--- config.mk ---
export PLATFORM = sky130hd
export DESIGN_NAME = ready_sleep_queue_core_dispatcher
export DESIGN_NICKNAME = d
export VERILOG_FILES = /design/src/design/rssq_pkg.sv /design/src/design/ready_sleep_queue_core_dispatcher.sv /design/src/design/rssq_front.sv /design/src/design/rssq_back.sv
export VERILOG_INCLUDE_DIRS = /design/src /design/src/design
export SDC_FILE = /design/constraint.sdc
export NUM_CORES = 2
export LEC_CHECK = 0
export CAP_MARGIN = 0
export CORE_MARGIN = 3
export CORE_UTILIZATION = 45
export DETAILED_ROUTE_END_ITERATION = 10
export DONT_BUFFER_PORTS = 1
export REMOVE_ABC_BUFFERS = 1
export SKIP_CTS_REPAIR_TIMING = 1
export SLEW_MARGIN = 20
export SYNTH_ARGS = -nofsm -noshare
export SYNTH_HDL_FRONTEND = slang
export SYNTH_SLANG_ARGS = --single-unit
--- constraint.sdc ---
create_clock -name clk_i -period 10.25 [get_ports clk_i]
set_input_delay 0.5125 -clock clk_i [delete_from_list [all_inputs] [get_ports clk_i]]
set_output_delay 0.5125 -clock clk_i [all_outputs]
set_load 0.02 [all_outputs]
--- src/design/ready_sleep_queue_core_dispatcher_assert.svh ---
// Assertion macros for the ready/sleep queue core dispatcher.
// Used by the top level; depends on clk_i and rst_ni being in scope.
`ifndef READY_SLEEP_QUEUE_CORE_DISPATCHER_ASSERT_SVH
`define READY_SLEEP_QUEUE_CORE_DISPATCHER_ASSERT_SVH
// Implication checked on every clock edge outside reset.
`define RSSQ_ASSERT_IMP(lbl, ante, cons, msg) \
  lbl: assert property (@(posedge clk_i) disable iff (!rst_ni) (ante) |-> (cons)) \
    else $error(msg);
// Condition that must hold on every clock edge outside reset.
`define RSSQ_ASSERT_ALWAYS(lbl, cond, msg) \
  lbl: assert property (@(posedge clk_i) disable iff (!rst_ni) (cond)) else $error(msg);
`endif

--- src/design/rssq_pkg.sv ---
// Shared types and constants for the ready/sleep queue core dispatcher.
// No dependencies; imported by the front, back and top modules.
package rssq_pkg;

  localparam int unsigned NUM_CORES_DEF   = 8;
  localparam int unsigned READY_DEPTH_DEF = 32;
  localparam int unsigned SLEEP_DEPTH_DEF = 16;
  localparam int unsigned MAX_CORES       = 8;

  localparam int unsigned PID_W   = 16;
  localparam int unsigned SLEEP_W = 16;
  localparam int unsigned FREE_W  = 8;
  localparam int unsigned CORE_W  = 3;
  localparam int unsigned QUANT_W = 16;
  localparam int unsigned LIM_W   = 4;
  localparam int unsigned CYC_W   = 32;
  localparam int unsigned IN_W    = 48;
  localparam int unsigned OUT_W   = 40;
  localparam int unsigned CFG_AW  = 2;
  localparam int unsigned CFG_DW  = 16;

  typedef enum logic [1:0] {
    OP_TICK    = 2'd0,
    OP_ADD     = 2'd1,
    OP_REQUEUE = 2'd2,
    OP_NONE    = 2'd3
  } op_e;

  typedef enum logic [CFG_AW-1:0] {
    REG_POLICY   = 2'd0,
    REG_QUANTUM  = 2'd1,
    REG_CORES    = 2'd2,
    REG_RESERVED = 2'd3
  } reg_e;

  typedef enum logic {
    KIND_ASSIGN = 1'b0,
    KIND_DROP   = 1'b1
  } kind_e;

  typedef struct packed {
    logic [FREE_W-1:0]  core_free;
    logic [SLEEP_W-1:0] sleep_ticks;
    logic [PID_W-1:0]   pid;
    op_e                op;
  } item_t;

  typedef struct packed {
    logic valid;
    logic pop;
  } qctl_t;

endpackage

--- src/design/ready_sleep_queue_core_dispatcher.sv ---
// Top level of the ready/sleep queue core dispatcher.
// Depends on rssq_pkg, rssq_front, rssq_back and the assertion macro header.
//
// Usage:
// Input items arrive as beats on the s_axis channel: a tick (op 0) carrying
// a free-core mask, an add (op 1) or a requeue (op 2) carrying a process id
// and a sleep count. Results leave as beats on the m_axis channel: tuser is
// the kind (0 assignment, 1 drop), tlast marks the final result of an item.
// Configuration registers (policy, quantum, cores in use) are written through
// cfg_we_i/cfg_addr_i/cfg_wdata_i while the block is idle.
// Flow: a two-beat input queue decouples acceptance from execution. An add
// or requeue is executed by the back end as it leaves the queue; a drop is
// emitted from a separate drop state. On a tick the back end walks the sleep
// list one entry per cycle, then the cores in order, with a registered read
// of the ready FIFO memory for each assignment, waiting whenever the result
// register is stalled.
// Reset clears the counters, pointers and the queue; memory contents are
// left as they are and are never read before being written.
// When the receiver stalls, the result register holds and the sequencer
// waits; the input queue keeps taking beats until it holds two.
module ready_sleep_queue_core_dispatcher #(
  parameter int unsigned NUM_CORES   = rssq_pkg::NUM_CORES_DEF,
  parameter int unsigned READY_DEPTH = rssq_pkg::READY_DEPTH_DEF,
  parameter int unsigned SLEEP_DEPTH = rssq_pkg::SLEEP_DEPTH_DEF
) (
  input  logic                          clk_i,
  input  logic                          rst_ni,
  input  logic                          cfg_we_i,
  input  logic [rssq_pkg::CFG_AW-1:0]   cfg_addr_i,
  input  logic [rssq_pkg::CFG_DW-1:0]   cfg_wdata_i,
  input  logic                          s_axis_tvalid,
  output logic                          s_axis_tready,
  // op[1:0], pid[17:2], sleep_ticks[33:18], core_free[41:34], zeros above
  input  logic [rssq_pkg::IN_W-1:0]     s_axis_tdata,
  output logic                          m_axis_tvalid,
  input  logic                          m_axis_tready,
  // core[2:0], pid_res[18:3], no_limit[19], slice[35:20], zeros above
  output logic [rssq_pkg::OUT_W-1:0]    m_axis_tdata,
  // kind
  output logic                          m_axis_tuser,
  output logic                          m_axis_tlast
);
  import rssq_pkg::*;
  `include "ready_sleep_queue_core_dispatcher_assert.svh"

  localparam int unsigned RCW = $clog2(READY_DEPTH + 1);

  item_t              in_item, head_item;
  qctl_t              qctl;
  logic               head_valid;
  logic [CORE_W-1:0]  core;
  logic [PID_W-1:0]   pid_res;
  logic               no_limit;
  logic [QUANT_W-1:0] slice_v;
  logic [RCW-1:0]     ready_count;

  // The packed struct puts op in the lowest bits, matching the tdata layout.
  assign in_item = item_t'(s_axis_tdata[$bits(item_t)-1:0]);

  rssq_front u_front (
    .clk_i        (clk_i),
    .rst_ni       (rst_ni),
    .in_valid_i   (s_axis_tvalid),
    .in_ready_o   (s_axis_tready),
    .in_item_i    (in_item),
    .head_item_o  (head_item),
    .ctl_i        (qctl),
    .head_valid_o (head_valid)
  );

  rssq_back #(
    .NUM_CORES   (NUM_CORES),
    .READY_DEPTH (READY_DEPTH),
    .SLEEP_DEPTH (SLEEP_DEPTH)
  ) u_back (
    .clk_i          (clk_i),
    .rst_ni         (rst_ni),
    .cfg_we_i       (cfg_we_i),
    .cfg_addr_i     (cfg_addr_i),
    .cfg_wdata_i    (cfg_wdata_i),
    .head_valid_i   (head_valid),
    .head_item_i    (head_item),
    .ctl_o          (qctl),
    .out_valid_o    (m_axis_tvalid),
    .out_ready_i    (m_axis_tready),
    .out_kind_o     (m_axis_tuser),
    .out_core_o     (core),
    .out_pid_o      (pid_res),
    .out_no_limit_o (no_limit),
    .out_slice_o    (slice_v),
    .out_last_o     (m_axis_tlast),
    .ready_count_o  (ready_count)
  );

  assign m_axis_tdata = {4'b0, slice_v, no_limit, pid_res, core};

  // A drop is always the only result of its item.
  `RSSQ_ASSERT_IMP(a_drop_last, m_axis_tvalid && m_axis_tuser, m_axis_tlast, "drop not last")
  // An assignment under either policy carries exactly one of no_limit or a slice.
  `RSSQ_ASSERT_IMP(a_assign_grant, m_axis_tvalid && !m_axis_tuser,
                   no_limit == (slice_v == '0), "assignment grant inconsistent")
  // The ready FIFO never counts past its depth.
  `RSSQ_ASSERT_ALWAYS(a_ready_bound, ready_count <= RCW'(READY_DEPTH), "ready overflow")

endmodule

--- src/design/rssq_front.sv ---
// Front end: accepts input beats and holds them in a short item queue.
// Depends on rssq_pkg for the item type.
module rssq_front (
  input  logic                clk_i,
  input  logic                rst_ni,
  input  logic                in_valid_i,
  output logic                in_ready_o,
  input  rssq_pkg::item_t     in_item_i,
  output rssq_pkg::item_t     head_item_o,
  input  rssq_pkg::qctl_t     ctl_i,
  output logic                head_valid_o
);
  import rssq_pkg::*;

  item_t       slot_q [2];
  logic        wr_ptr_q, wr_ptr_d, rd_ptr_q, rd_ptr_d;
  logic [1:0]  cnt_q, cnt_d;
  logic        push, pop;

  assign in_ready_o   = (cnt_q != 2'd2);
  assign head_valid_o = (cnt_q != 2'd0);
  assign head_item_o  = slot_q[rd_ptr_q];
  assign push         = in_valid_i && in_ready_o;
  assign pop          = ctl_i.pop && ctl_i.valid;

  always_comb begin
    wr_ptr_d = push ? ~wr_ptr_q : wr_ptr_q;
    rd_ptr_d = pop ? ~rd_ptr_q : rd_ptr_q;
    cnt_d    = cnt_q + {1'b0, push} - {1'b0, pop};
  end

  always_ff @(posedge clk_i or negedge rst_ni) begin
    if (!rst_ni) begin
      wr_ptr_q <= 1'b0;
      rd_ptr_q <= 1'b0;
      cnt_q    <= 2'd0;
    end else begin
      wr_ptr_q <= wr_ptr_d;
      rd_ptr_q <= rd_ptr_d;
      cnt_q    <= cnt_d;
    end
  end

  always_ff @(posedge clk_i) begin
    if (push) begin
      slot_q[wr_ptr_q] <= in_item_i;
    end
  end

endmodule

--- src/design/rssq_back.sv ---
// Back end: ready FIFO, sleep list, cycle counter, dispatch sequencer, result register.
// Depends on rssq_pkg; fed by rssq_front through the item queue.
module rssq_back #(
  parameter int unsigned NUM_CORES   = rssq_pkg::NUM_CORES_DEF,
  parameter int unsigned READY_DEPTH = rssq_pkg::READY_DEPTH_DEF,
  parameter int unsigned SLEEP_DEPTH = rssq_pkg::SLEEP_DEPTH_DEF,
  localparam int unsigned RIW = (READY_DEPTH > 1) ? $clog2(READY_DEPTH) : 1,
  localparam int unsigned RCW = $clog2(READY_DEPTH + 1),
  localparam int unsigned SIW = (SLEEP_DEPTH > 1) ? $clog2(SLEEP_DEPTH) : 1,
  localparam int unsigned SCW = $clog2(SLEEP_DEPTH + 1)
) (
  input  logic                           clk_i,
  input  logic                           rst_ni,
  input  logic                           cfg_we_i,
  input  logic [rssq_pkg::CFG_AW-1:0]    cfg_addr_i,
  input  logic [rssq_pkg::CFG_DW-1:0]    cfg_wdata_i,
  input  logic                           head_valid_i,
  input  rssq_pkg::item_t                head_item_i,
  output rssq_pkg::qctl_t                ctl_o,
  output logic                           out_valid_o,
  input  logic                           out_ready_i,
  output logic                           out_kind_o,
  output logic [rssq_pkg::CORE_W-1:0]    out_core_o,
  output logic [rssq_pkg::PID_W-1:0]     out_pid_o,
  output logic                           out_no_limit_o,
  output logic [rssq_pkg::QUANT_W-1:0]   out_slice_o,
  output logic                           out_last_o,
  output logic [RCW-1:0]                 ready_count_o
);
  import rssq_pkg::*;

  typedef enum logic [2:0] {ST_IDLE, ST_DROP, ST_SWEEP, ST_DISP, ST_DRD} state_e;

  localparam logic [LIM_W-1:0] CoreCap =
    LIM_W'((NUM_CORES < MAX_CORES) ? NUM_CORES : MAX_CORES);

  // configuration
  logic               policy_q;
  logic [QUANT_W-1:0] quantum_q;
  logic [LIM_W-1:0]   cores_q;

  // control state
  state_e             state_q, state_d;
  logic [CYC_W-1:0]   cycle_q, cycle_d, now_q, now_d;
  logic [RIW-1:0]     head_q, head_d, tail_q, tail_d;
  logic [RCW-1:0]     rcnt_q, rcnt_d;
  logic [SCW-1:0]     scnt_q, scnt_d, idx_q, idx_d, kept_q, kept_d;
  logic [LIM_W-1:0]   c_q, c_d;
  logic [FREE_W-1:0]  free_q, free_d;
  logic [PID_W-1:0]   drop_pid_q, drop_pid_d;

  // result register
  logic               ov_q, ov_d, ok_q, ok_d, onl_q, onl_d, olast_q, olast_d;
  logic [CORE_W-1:0]  oc_q, oc_d;
  logic [PID_W-1:0]   op_q, op_d;
  logic [QUANT_W-1:0] os_q, os_d;

  // memories
  logic [PID_W-1:0]   rmem [READY_DEPTH];
  logic [PID_W-1:0]   rdata_q;
  logic               rmem_we, rmem_re;
  logic [RIW-1:0]     rmem_waddr;
  logic [PID_W-1:0]   rmem_wdata;
  logic [CYC_W-1:0]   wake_mem [SLEEP_DEPTH];
  logic [PID_W-1:0]   sid_mem [SLEEP_DEPTH];
  logic               smem_we;
  logic [SIW-1:0]     smem_waddr;
  logic [CYC_W-1:0]   smem_wake;
  logic [PID_W-1:0]   smem_id;

  logic               can_emit, ready_full, due, lim_hit;
  logic [LIM_W-1:0]   limit;
  logic [CYC_W-1:0]   cur_wake, age;
  logic [PID_W-1:0]   cur_id;
  logic [MAX_CORES-1:0] upper_mask;

  function automatic logic [RIW-1:0] ptr_inc(input logic [RIW-1:0] p);
    ptr_inc = (p == RIW'(READY_DEPTH - 1)) ? '0 : p + RIW'(1);
  endfunction

  assign can_emit   = !ov_q || out_ready_i;
  assign ready_full = (rcnt_q == RCW'(READY_DEPTH));
  assign limit      = (cores_q < CoreCap) ? cores_q : CoreCap;
  assign cur_wake   = wake_mem[idx_q[SIW-1:0]];
  assign cur_id     = sid_mem[idx_q[SIW-1:0]];
  assign age        = now_q - cur_wake;
  assign due        = !age[CYC_W-1];
  assign lim_hit    = (c_q >= limit);

  // Cores above the one being served and below the limit.
  always_comb begin
    for (int k = 0; k < MAX_CORES; k++) begin
      upper_mask[k] = (LIM_W'(k) > c_q) && (LIM_W'(k) < limit);
    end
  end

  assign ctl_o.valid = head_valid_i;
  assign ctl_o.pop   = (state_q == ST_IDLE) && head_valid_i;

  always_comb begin
    state_d = state_q;  cycle_d = cycle_q;  now_d = now_q;
    head_d = head_q;    tail_d = tail_q;    rcnt_d = rcnt_q;
    scnt_d = scnt_q;    idx_d = idx_q;      kept_d = kept_q;
    c_d = c_q;          free_d = free_q;    drop_pid_d = drop_pid_q;
    ov_d = ov_q && !out_ready_i;
    ok_d = ok_q; onl_d = onl_q; olast_d = olast_q; oc_d = oc_q; op_d = op_q; os_d = os_q;
    rmem_we = 1'b0; rmem_waddr = tail_q; rmem_wdata = head_item_i.pid; rmem_re = 1'b0;
    smem_we = 1'b0; smem_waddr = scnt_q[SIW-1:0];
    smem_wake = cycle_q + CYC_W'(head_item_i.sleep_ticks); smem_id = head_item_i.pid;

    unique case (state_q)
      ST_IDLE: begin
        if (head_valid_i) begin
          drop_pid_d = head_item_i.pid;
          unique case (head_item_i.op)
            OP_ADD, OP_REQUEUE: begin
              if (head_item_i.op == OP_REQUEUE && head_item_i.sleep_ticks != '0) begin
                if (scnt_q == SCW'(SLEEP_DEPTH)) begin
                  state_d = ST_DROP;
                end else begin
                  smem_we = 1'b1;
                  scnt_d  = scnt_q + SCW'(1);
                end
              end else if (ready_full) begin
                state_d = ST_DROP;
              end else begin
                rmem_we = 1'b1;
                tail_d  = ptr_inc(tail_q);
                rcnt_d  = rcnt_q + RCW'(1);
              end
            end
            OP_TICK: begin
              now_d   = cycle_q;
              cycle_d = cycle_q + CYC_W'(1);
              free_d  = head_item_i.core_free;
              idx_d   = '0;
              kept_d  = '0;
              state_d = ST_SWEEP;
            end
            default: ;
          endcase
        end
      end
      ST_DROP: begin
        if (can_emit) begin
          ov_d = 1'b1; ok_d = KIND_DROP; oc_d = '0; op_d = drop_pid_q;
          onl_d = 1'b0; os_d = '0; olast_d = 1'b1;
          state_d = ST_IDLE;
        end
      end
      ST_SWEEP: begin
        // One sleeper per cycle; those not woken are compacted toward the front.
        if (idx_q == scnt_q) begin
          scnt_d  = kept_q;
          c_d     = '0;
          state_d = ST_DISP;
        end else begin
          if (due && !ready_full) begin
            rmem_we    = 1'b1;
            rmem_wdata = cur_id;
            tail_d     = ptr_inc(tail_q);
            rcnt_d     = rcnt_q + RCW'(1);
          end else begin
            smem_we    = 1'b1;
            smem_waddr = kept_q[SIW-1:0];
            smem_wake  = cur_wake;
            smem_id    = cur_id;
            kept_d     = kept_q + SCW'(1);
          end
          idx_d = idx_q + SCW'(1);
        end
      end
      ST_DISP: begin
        if (lim_hit) begin
          state_d = ST_IDLE;
        end else if (free_q[c_q[CORE_W-1:0]] && rcnt_q != '0) begin
          rmem_re = 1'b1;
          head_d  = ptr_inc(head_q);
          rcnt_d  = rcnt_q - RCW'(1);
          state_d = ST_DRD;
        end else begin
          c_d = c_q + LIM_W'(1);
        end
      end
      ST_DRD: begin
        if (can_emit) begin
          ov_d = 1'b1; ok_d = KIND_ASSIGN; oc_d = c_q[CORE_W-1:0]; op_d = rdata_q;
          onl_d = !policy_q;
          os_d  = !policy_q ? '0 : ((quantum_q == '0) ? QUANT_W'(1) : quantum_q);
          olast_d = !((rcnt_q != '0) && ((free_q & upper_mask) != '0));
          c_d     = c_q + LIM_W'(1);
          state_d = ST_DISP;
        end
      end
      default: state_d = ST_IDLE;
    endcase
  end

  always_ff @(posedge clk_i or negedge rst_ni) begin
    if (!rst_ni) begin
      state_q <= ST_IDLE; cycle_q <= '0; head_q <= '0; tail_q <= '0;
      rcnt_q <= '0; scnt_q <= '0; ov_q <= 1'b0;
      now_q <= '0; idx_q <= '0; kept_q <= '0; c_q <= '0; free_q <= '0;
      drop_pid_q <= '0;
      ok_q <= 1'b0; onl_q <= 1'b0; olast_q <= 1'b0; oc_q <= '0; op_q <= '0; os_q <= '0;
      policy_q <= 1'b0; quantum_q <= QUANT_W'(5); cores_q <= LIM_W'(4);
    end else begin
      state_q <= state_d; cycle_q <= cycle_d; head_q <= head_d; tail_q <= tail_d;
      rcnt_q <= rcnt_d; scnt_q <= scnt_d; ov_q <= ov_d;
      now_q <= now_d; idx_q <= idx_d; kept_q <= kept_d; c_q <= c_d; free_q <= free_d;
      drop_pid_q <= drop_pid_d;
      ok_q <= ok_d; onl_q <= onl_d; olast_q <= olast_d; oc_q <= oc_d; op_q <= op_d;
      os_q <= os_d;
      if (cfg_we_i) begin
        case (reg_e'(cfg_addr_i))
          REG_POLICY:  policy_q  <= cfg_wdata_i[0];
          REG_QUANTUM: quantum_q <= cfg_wdata_i[QUANT_W-1:0];
          REG_CORES:   cores_q   <= cfg_wdata_i[LIM_W-1:0];
          default: ;
        endcase
      end
    end
  end

  always_ff @(posedge clk_i) begin
    if (rmem_we) begin
      rmem[rmem_waddr] <= rmem_wdata;
    end
    if (rmem_re) begin
      rdata_q <= rmem[head_q];
    end
  end

  always_ff @(posedge clk_i) begin
    if (smem_we) begin
      wake_mem[smem_waddr] <= smem_wake;
      sid_mem[smem_waddr]  <= smem_id;
    end
  end

  assign out_valid_o    = ov_q;
  assign out_kind_o     = ok_q;
  assign out_core_o     = oc_q;
  assign out_pid_o      = op_q;
  assign out_no_limit_o = onl_q;
  assign out_slice_o    = os_q;
  assign out_last_o     = olast_q;
  assign ready_count_o  = rcnt_q;

endmodule
# Yosys cells after proc, flatten, opt, wreduce, memory -nomap -nowiden
# Memories as Yosys holds them, arrays and structs flattened. A register that Yosys moved wholly into a read port is not among the register bits.
# Index checks and enable logic that the tools add are counted.
# totals
ff_bits,190
ram_bits,1364
input_bits,71
out_inout_bits,44
elab_cells,254
memories,4
# mem_list
memory,depth,width,rd,rd_clocked_by_memory_dff,write_ports,line_no,text
u_back.rmem,32,16,1,1,1,rssq_back.sv:59,logic [PID_W-1:0] rmem [READY_DEPTH];
u_back.wake_mem,16,32,1,0,1,rssq_back.sv:64,logic [CYC_W-1:0] wake_mem [SLEEP_DEPTH];
u_back.sid_mem,16,16,1,0,1,rssq_back.sv:65,logic [PID_W-1:0] sid_mem [SLEEP_DEPTH];
u_front.slot_q,2,42,1,0,1,rssq_front.sv:15,item_t slot_q [2];
# op_classes
addsub,13
magnitude_cmp,19
n_eq_ne,34
muxes,104
bitwise_logic,4
n_reduce_logical,51
# op_table
cell,n
$mux W16,12
$mux W32,3
$mux W5,18
$pmux W16 S2,2
$mux W6,8
$pmux W5 S2,4
$add A32 B1 Y32 const B,1
$add A32 B16 Y32,1
$mux W4,8
$sub A32 B32 Y32,1
$mux W3,10
$mux W1,28
$add A5 B1 Y5 const B,5
$ne A2 B2 Y1 const B,11
$pmux W6 S3,1
$gt A3 B4 Y1 const A,4
$logic_and A1 B1 Y1,16
$logic_not A16 Y1,1
$lt A3 B4 Y1 const A,4
$reduce_bool A16 Y1,1
$eq A5 B5 Y1 const B,3
$pmux W3 S5,1
$ne A2 B1 Y1 const B,6
$pmux W3 S2,2
45 further kinds,74

# Longest topological paths before layout
# depth
word_depth,10
ltp_mapped,18
ltp_nobuf,13

# Cells and area by module
# Synthesis repeated with hierarchy kept, for this count alone.
# hier_totals
cells_unflattened,3260
hier_area_um2,63642.3
# by_module_without_submodules
module,instances,cells_each,area_each_um2,seq_area_each_um2
rssq_back,1,3102,60146.4,43575.5
rssq_front,1,152,3454.6,2622.5
ready_sleep_queue_core_dispatcher,1,6,41.3,0.0

# Worst setup path before layout
# OpenSTA, ideal clock, no wires.
# synth_timing
path_type,register to register
startpoint,register u_back.idx_q[0]
endpoint,"memory u_back.sid_mem[10][0], enable pin"
setup_ns,0.471
arrival_ns,7.023
required_ns,9.779
setup_slack_ns,2.757
path_stages_with_launch,16
path_buffers,3
synth_period_minus_slack_ns,7.493
path_cell_list,dfrtp_1 > clkbuf_1 > clkbuf_1 > buf_1 > mux4_2 > mux4_2 > inv_1 > ha_1 > a21oi_1 > a21boi_0 > o311ai_0 > o2111ai_1 > o211ai_2 > nand3_4 > or3_1 > o22ai_1
# synth_via
elab_chain_len,9
elab_cells_between_ends,13
classes_between,1 x add/sub; 1 x eq/ne; 8 x mux; 2 x reduce/logical; 1 x memory
# synth_rtl
element,line_no,text
from (decl),rssq_back.sv:47,"logic [SCW-1:0] scnt_q, scnt_d, idx_q, idx_d, kept_q, kept_d;"
from (signal assigned),rssq_back.sv:203,now_q <= '0; idx_q <= '0; kept_q <= '0; c_q <= '0; free_q <= '0;
from (signal assigned),rssq_back.sv:210,now_q <= now_d; idx_q <= idx_d; kept_q <= kept_d; c_q <= c_d; free_q <= free_d;
$mem_v2 Z16 W32,n/a,
$sub A32 B32 Y32,rssq_back.sv:86,assign age = now_q - cur_wake;
$logic_not A1 Y1,rssq_back.sv:87,assign due = !age[CYC_W-1];
$logic_and A1 B1 Y1,rssq_back.sv:158,if (due && !ready_full) begin
$mux W1,rssq_back.sv:158,
$mux W1,rssq_back.sv:153,if (idx_q == scnt_q) begin
$pmux W1 S2,rssq_back.sv:111,unique case (state_q)
$mux W1,rssq_back.sv:235,if (smem_we) begin
$mux W1 (not written as such),rssq_back.sv:237,sid_mem[smem_waddr] <= smem_id;
to (decl),rssq_back.sv:65,
# Parallel ways exist; a longest one is shown, timed or not.

# Final worst setup path
# layout_timing
startpoint,register u_back.idx_q[0]
endpoint,"memory u_back.sid_mem[5][10], enable pin"
# Same word-level chain as after synthesis.

==> impl_metrics.tcl <==
set metrics [dict create \
    clk_pin_slew_ns 0.06 \
    port_buffers 0 \
    tightestPinTransition_ns 1.60 \
    dpl-instance-area_um2 66100 \
    start_util_pct 45.3 \
    postSynthCellCount 3231 \
    critPathLaunchType "flop" \
    async_flop_share_pct 12.1 \
    cts_sinks 1570 \
    maxUsedRoutingLayer "met4" \
    cell_internal_pwr_mw 13.8 \
    fin_area_um2 72200 \
    numCtsBuffers 163 \
    cts_tree "built" \
    grt_max_degree 191 \
    critPathMaxFanout 48 \
    finalHoldViolations 0 \
    die_h_um 381 \
    ys_seq_area_share_pct 72.9 \
    max-slew-margin-rel_pct -6.74 \
    ys_ff_latch 1570 \
    globalRouteOverflowTotal 0 \
    fin_ws_ns 2.13 \
    place_ws_ns 2.11 \
    drv_slew 36 \
    rows 137 \
    synth-edff-count 1380 \
    p_switching_mw 5.82 \
    ys_types 77 \
    rsz0062_at_grt "no" \
    ctsRootBufferMaster "clkbuf_16" \
    multi_input_area_um2 16600 \
    wl_met2_mm 69.9 \
    num_antenna_cells 0 \
    post-route-min-period_ns 8.12 \
    syn-cell-area_um2 63300 \
    gp_congestion 0.835 \
    fin_setup_tns_ns 0 \
    r2r_end "u_back.sid_mem[5][10]$_DFFE_PP_" \
    status "complete, but fails checks" \
    p_comb_share_pct 25.1 \
    min_period_over_period_pct 79.2 \
    nets 3547 \
    drc 0 \
    yosys_warnings 0 \
    min_to "u_back.out_valid_o$_DFF_PN0_" \
    end_kind "flop" \
    firstDrtPassIters 5 \
    regArea_um2 46200 \
    routed_wirelength_mm 146 \
    p_total_mw 19.6 \
    insertion_delay_ns 0.80 \
    drtAntennaViolNets 0 \
    core-area_um2 140000 \
    wl_met1_mm 63.4 \
    vias_per_cell 5.80 \
    finalSetupViolCount 0 \
    stdcell_count 5413 \
    ir_drop_mv 0.154 \
    violations "max-slew violations" \
    reg2regPathDepth 15 \
    arrival_ns 8.50 \
    power_density_nw_per_um2 271 \
    wl_per_cell_um 27.0 \
    whs_path_depth 2 \
    holdCritPathClass "input pin to flop" \
    synth_area_per_cell_um2 19.6 \
    rrSetupSlack_ns 2.13 \
    dpl.cell_count 5047 \
    ios 115 \
    hold_slack_ns 0.0590 \
    synthFlopType "edfxtp_1" \
    dr_wl_met3_mm 9.87 \
    htree_levels 4 \
    seqPwrFrac_pct 45.1 \
    area_delta_synth_final_pct 14.0 \
    cts_buffer_depth 3 \
    post_route_cells_drive_above_1_share_pct 25.4 \
    die_w_um 381 \
    p_clk_share_pct 29.8 \
    worst-setup-path-type "flop to flop" \
    max_freq_mhz 123 \
    r2r_start "u_back.idx_q[0]$_DFFE_PN0P_" \
    drv_cap 0 \
    post-route-util_pct 51.7 \
    vias 31400 \
    drt-initial-drc-count 3213 \
    fin_skew_ns 0.0480 \
    antenna_found_initial 2 \
    hp-start "m_axis_tready" \
    required_ns 10.64 \
    grt_pass1_vias 32300 \
    grt_pass1_wl_mm 216 \
    hpwl_mm 84.2 \
    track_usage_pct 20.2 \
    nFillCells 10900 \
    power_leakage_nw 23.9 \
    swShare_pct 29.7 \
    dieArea_um2 145000 \
]
## worst max-delay path by stage
stage / start / endpoint / depth (start not counted)
detailed placement: u_back.idx_q[0]$_DFFE_PN0P_ / u_back.wake_mem[5][21]$_DFFE_PP_ / 15
global route: u_back.idx_q[0]$_DFFE_PN0P_ / u_back.sid_mem[5][10]$_DFFE_PP_ / 15
CTS: u_back.idx_q[0]$_DFFE_PN0P_ / u_back.sid_mem[5][10]$_DFFE_PP_ / 15
global placement: u_back.idx_q[0]$_DFFE_PN0P_ / u_back.wake_mem[5][21]$_DFFE_PP_ / 15
floorplan: u_back.idx_q[0]$_DFFE_PN0P_ / u_back.sid_mem[10][0]$_DFFE_PP_ / 12
finish: u_back.idx_q[0]$_DFFE_PN0P_ / u_back.sid_mem[5][10]$_DFFE_PP_ / 15
## layout make-up
| type | instances | share of cell area [%] |
|---|---|---|
| clock buffer | 215 | 6.06 |
| clock inverter | 86 | 1.35 |
| inverter | 61 | 0.317 |
| multi-input combinational | 1446 | 22.9 |
| sequential | 1570 | 64.0 |
| tap | 1876 | 3.25 |
| timing repair buffer | 159 | 2.06 |
## power groups by stage
stage,Combinational (mW),Sequential [mW],Clock (mW)
final,4.92,8.83,5.84
after global routing,5.36,8.90,6.24
after CTS,4.94,8.84,5.97
after detailed placement,4.93,8.97,0
after global placement,4.73,8.94,0
after floorplan,3.55,9.15,0
## sequential cells by signal, summed over array words and instances, names as in the netlist, 6 cells and up
register,count
u_back.sid_mem,256
u_back.free_q,8
u_back.rdata_q,16
u_back.ready_count_o,6
u_back.rmem,512
u_back.cycle_q,32
u_back.now_q,32
u_back.out_slice_o,16
u_back.drop_pid_q,16
u_back.out_pid_o,16
u_front.slot_q,84
u_back.quantum_q,16
u_back.wake_mem,512
## layer usage
metal	up-vias	global-route usage (%)
li1	13400	-
met1	16700	29.0
met2	1068	31.6
met3	209	4.43
met4	0	5.30
met5	-	0
## kinds of logic after synthesis
| group | count (synthesis) | share of synthesized area (%) |
|---|---|---|
| buffers and inverters | 218 | 1.37 |
| other | 1 | 0.00592 |
| flip-flops | 1570 | 72.9 |
| XOR/XNOR | 74 | 1.02 |
| multiplexers | 567 | 17.1 |
| adder cells (fa/ha/maj) | 75 | 1.51 |
| AO/OA/AOI/OAI | 258 | 2.61 |
| AND/OR/NAND/NOR | 468 | 3.42 |
## synthesized netlist by cell type, drive strengths merged, types with 4 or more instances
cell | count | area share (%)
nor4 | 11 | 0.11
o22ai | 19 | 0.19
inv | 60 | 0.36
mux4 | 399 | 14
nand3 | 31 | 0.26
o21a | 10 | 0.12
nand2b | 9 | 0.089
o21ai | 82 | 0.65
mux2i | 41 | 0.67
or2 | 9 | 0.089
a21oi | 61 | 0.48
nor3 | 18 | 0.14
xor2 | 27 | 0.37
nand4 | 18 | 0.18
nor2 | 111 | 0.66
nor2b | 12 | 0.12
and2 | 7 | 0.069
a22o | 22 | 0.30
nor3b | 4 | 0.047
a32o | 4 | 0.063
and3 | 15 | 0.15
a211oi | 5 | 0.059
xnor2 | 47 | 0.65
ha | 73 | 1.4
nand2 | 191 | 1.1
mux2 | 127 | 2.3
o211ai | 4 | 0.055
dfrtp | 187 | 7.4
buf | 55 | 0.40
clkbuf | 102 | 0.61
edfxtp | 1380 | 65
or3 | 15 | 0.16
a31oi | 4 | 0.040
nand3b | 9 | 0.11
a21o | 14 | 0.17
## critical path, stage by stage, from the launching register on
cell and delay (ns):
dfrtp_4 1.10, buf_4 0.46, mux4_2 0.55, mux4_2 0.53, inv_1 0.08, ha_1 0.23, a21oi_1 0.25, nor2_1 0.09
o311ai_0 0.64, o2111ai_1 0.57, o211ai_2 0.47, and3_1 0.77, nand3_1 0.52, o22ai_4 0.29, buf_4 0.51, buf_4 0.59
## cell usage in the layout, fill, tap and decap left out, types with 43 or more instances in the layout
cell           netlist  routed
o21ai_0             78      77
mux4_2             399     399
edfxtp_1          1380    1380
inv_1               59      59
ha_1                73      73
dfrtp_1            187     178
mux2_2             111     111
clkbuf_16            0     164
nand2_1            191     191
buf_4                6      85
nor2_1             110     108
dlygate4sd3_1        0      63
clkbuf_1           101      43
xnor2_1             47      47
a21oi_1             61      57
Note: power is estimated with default switching activity, not from simulation.
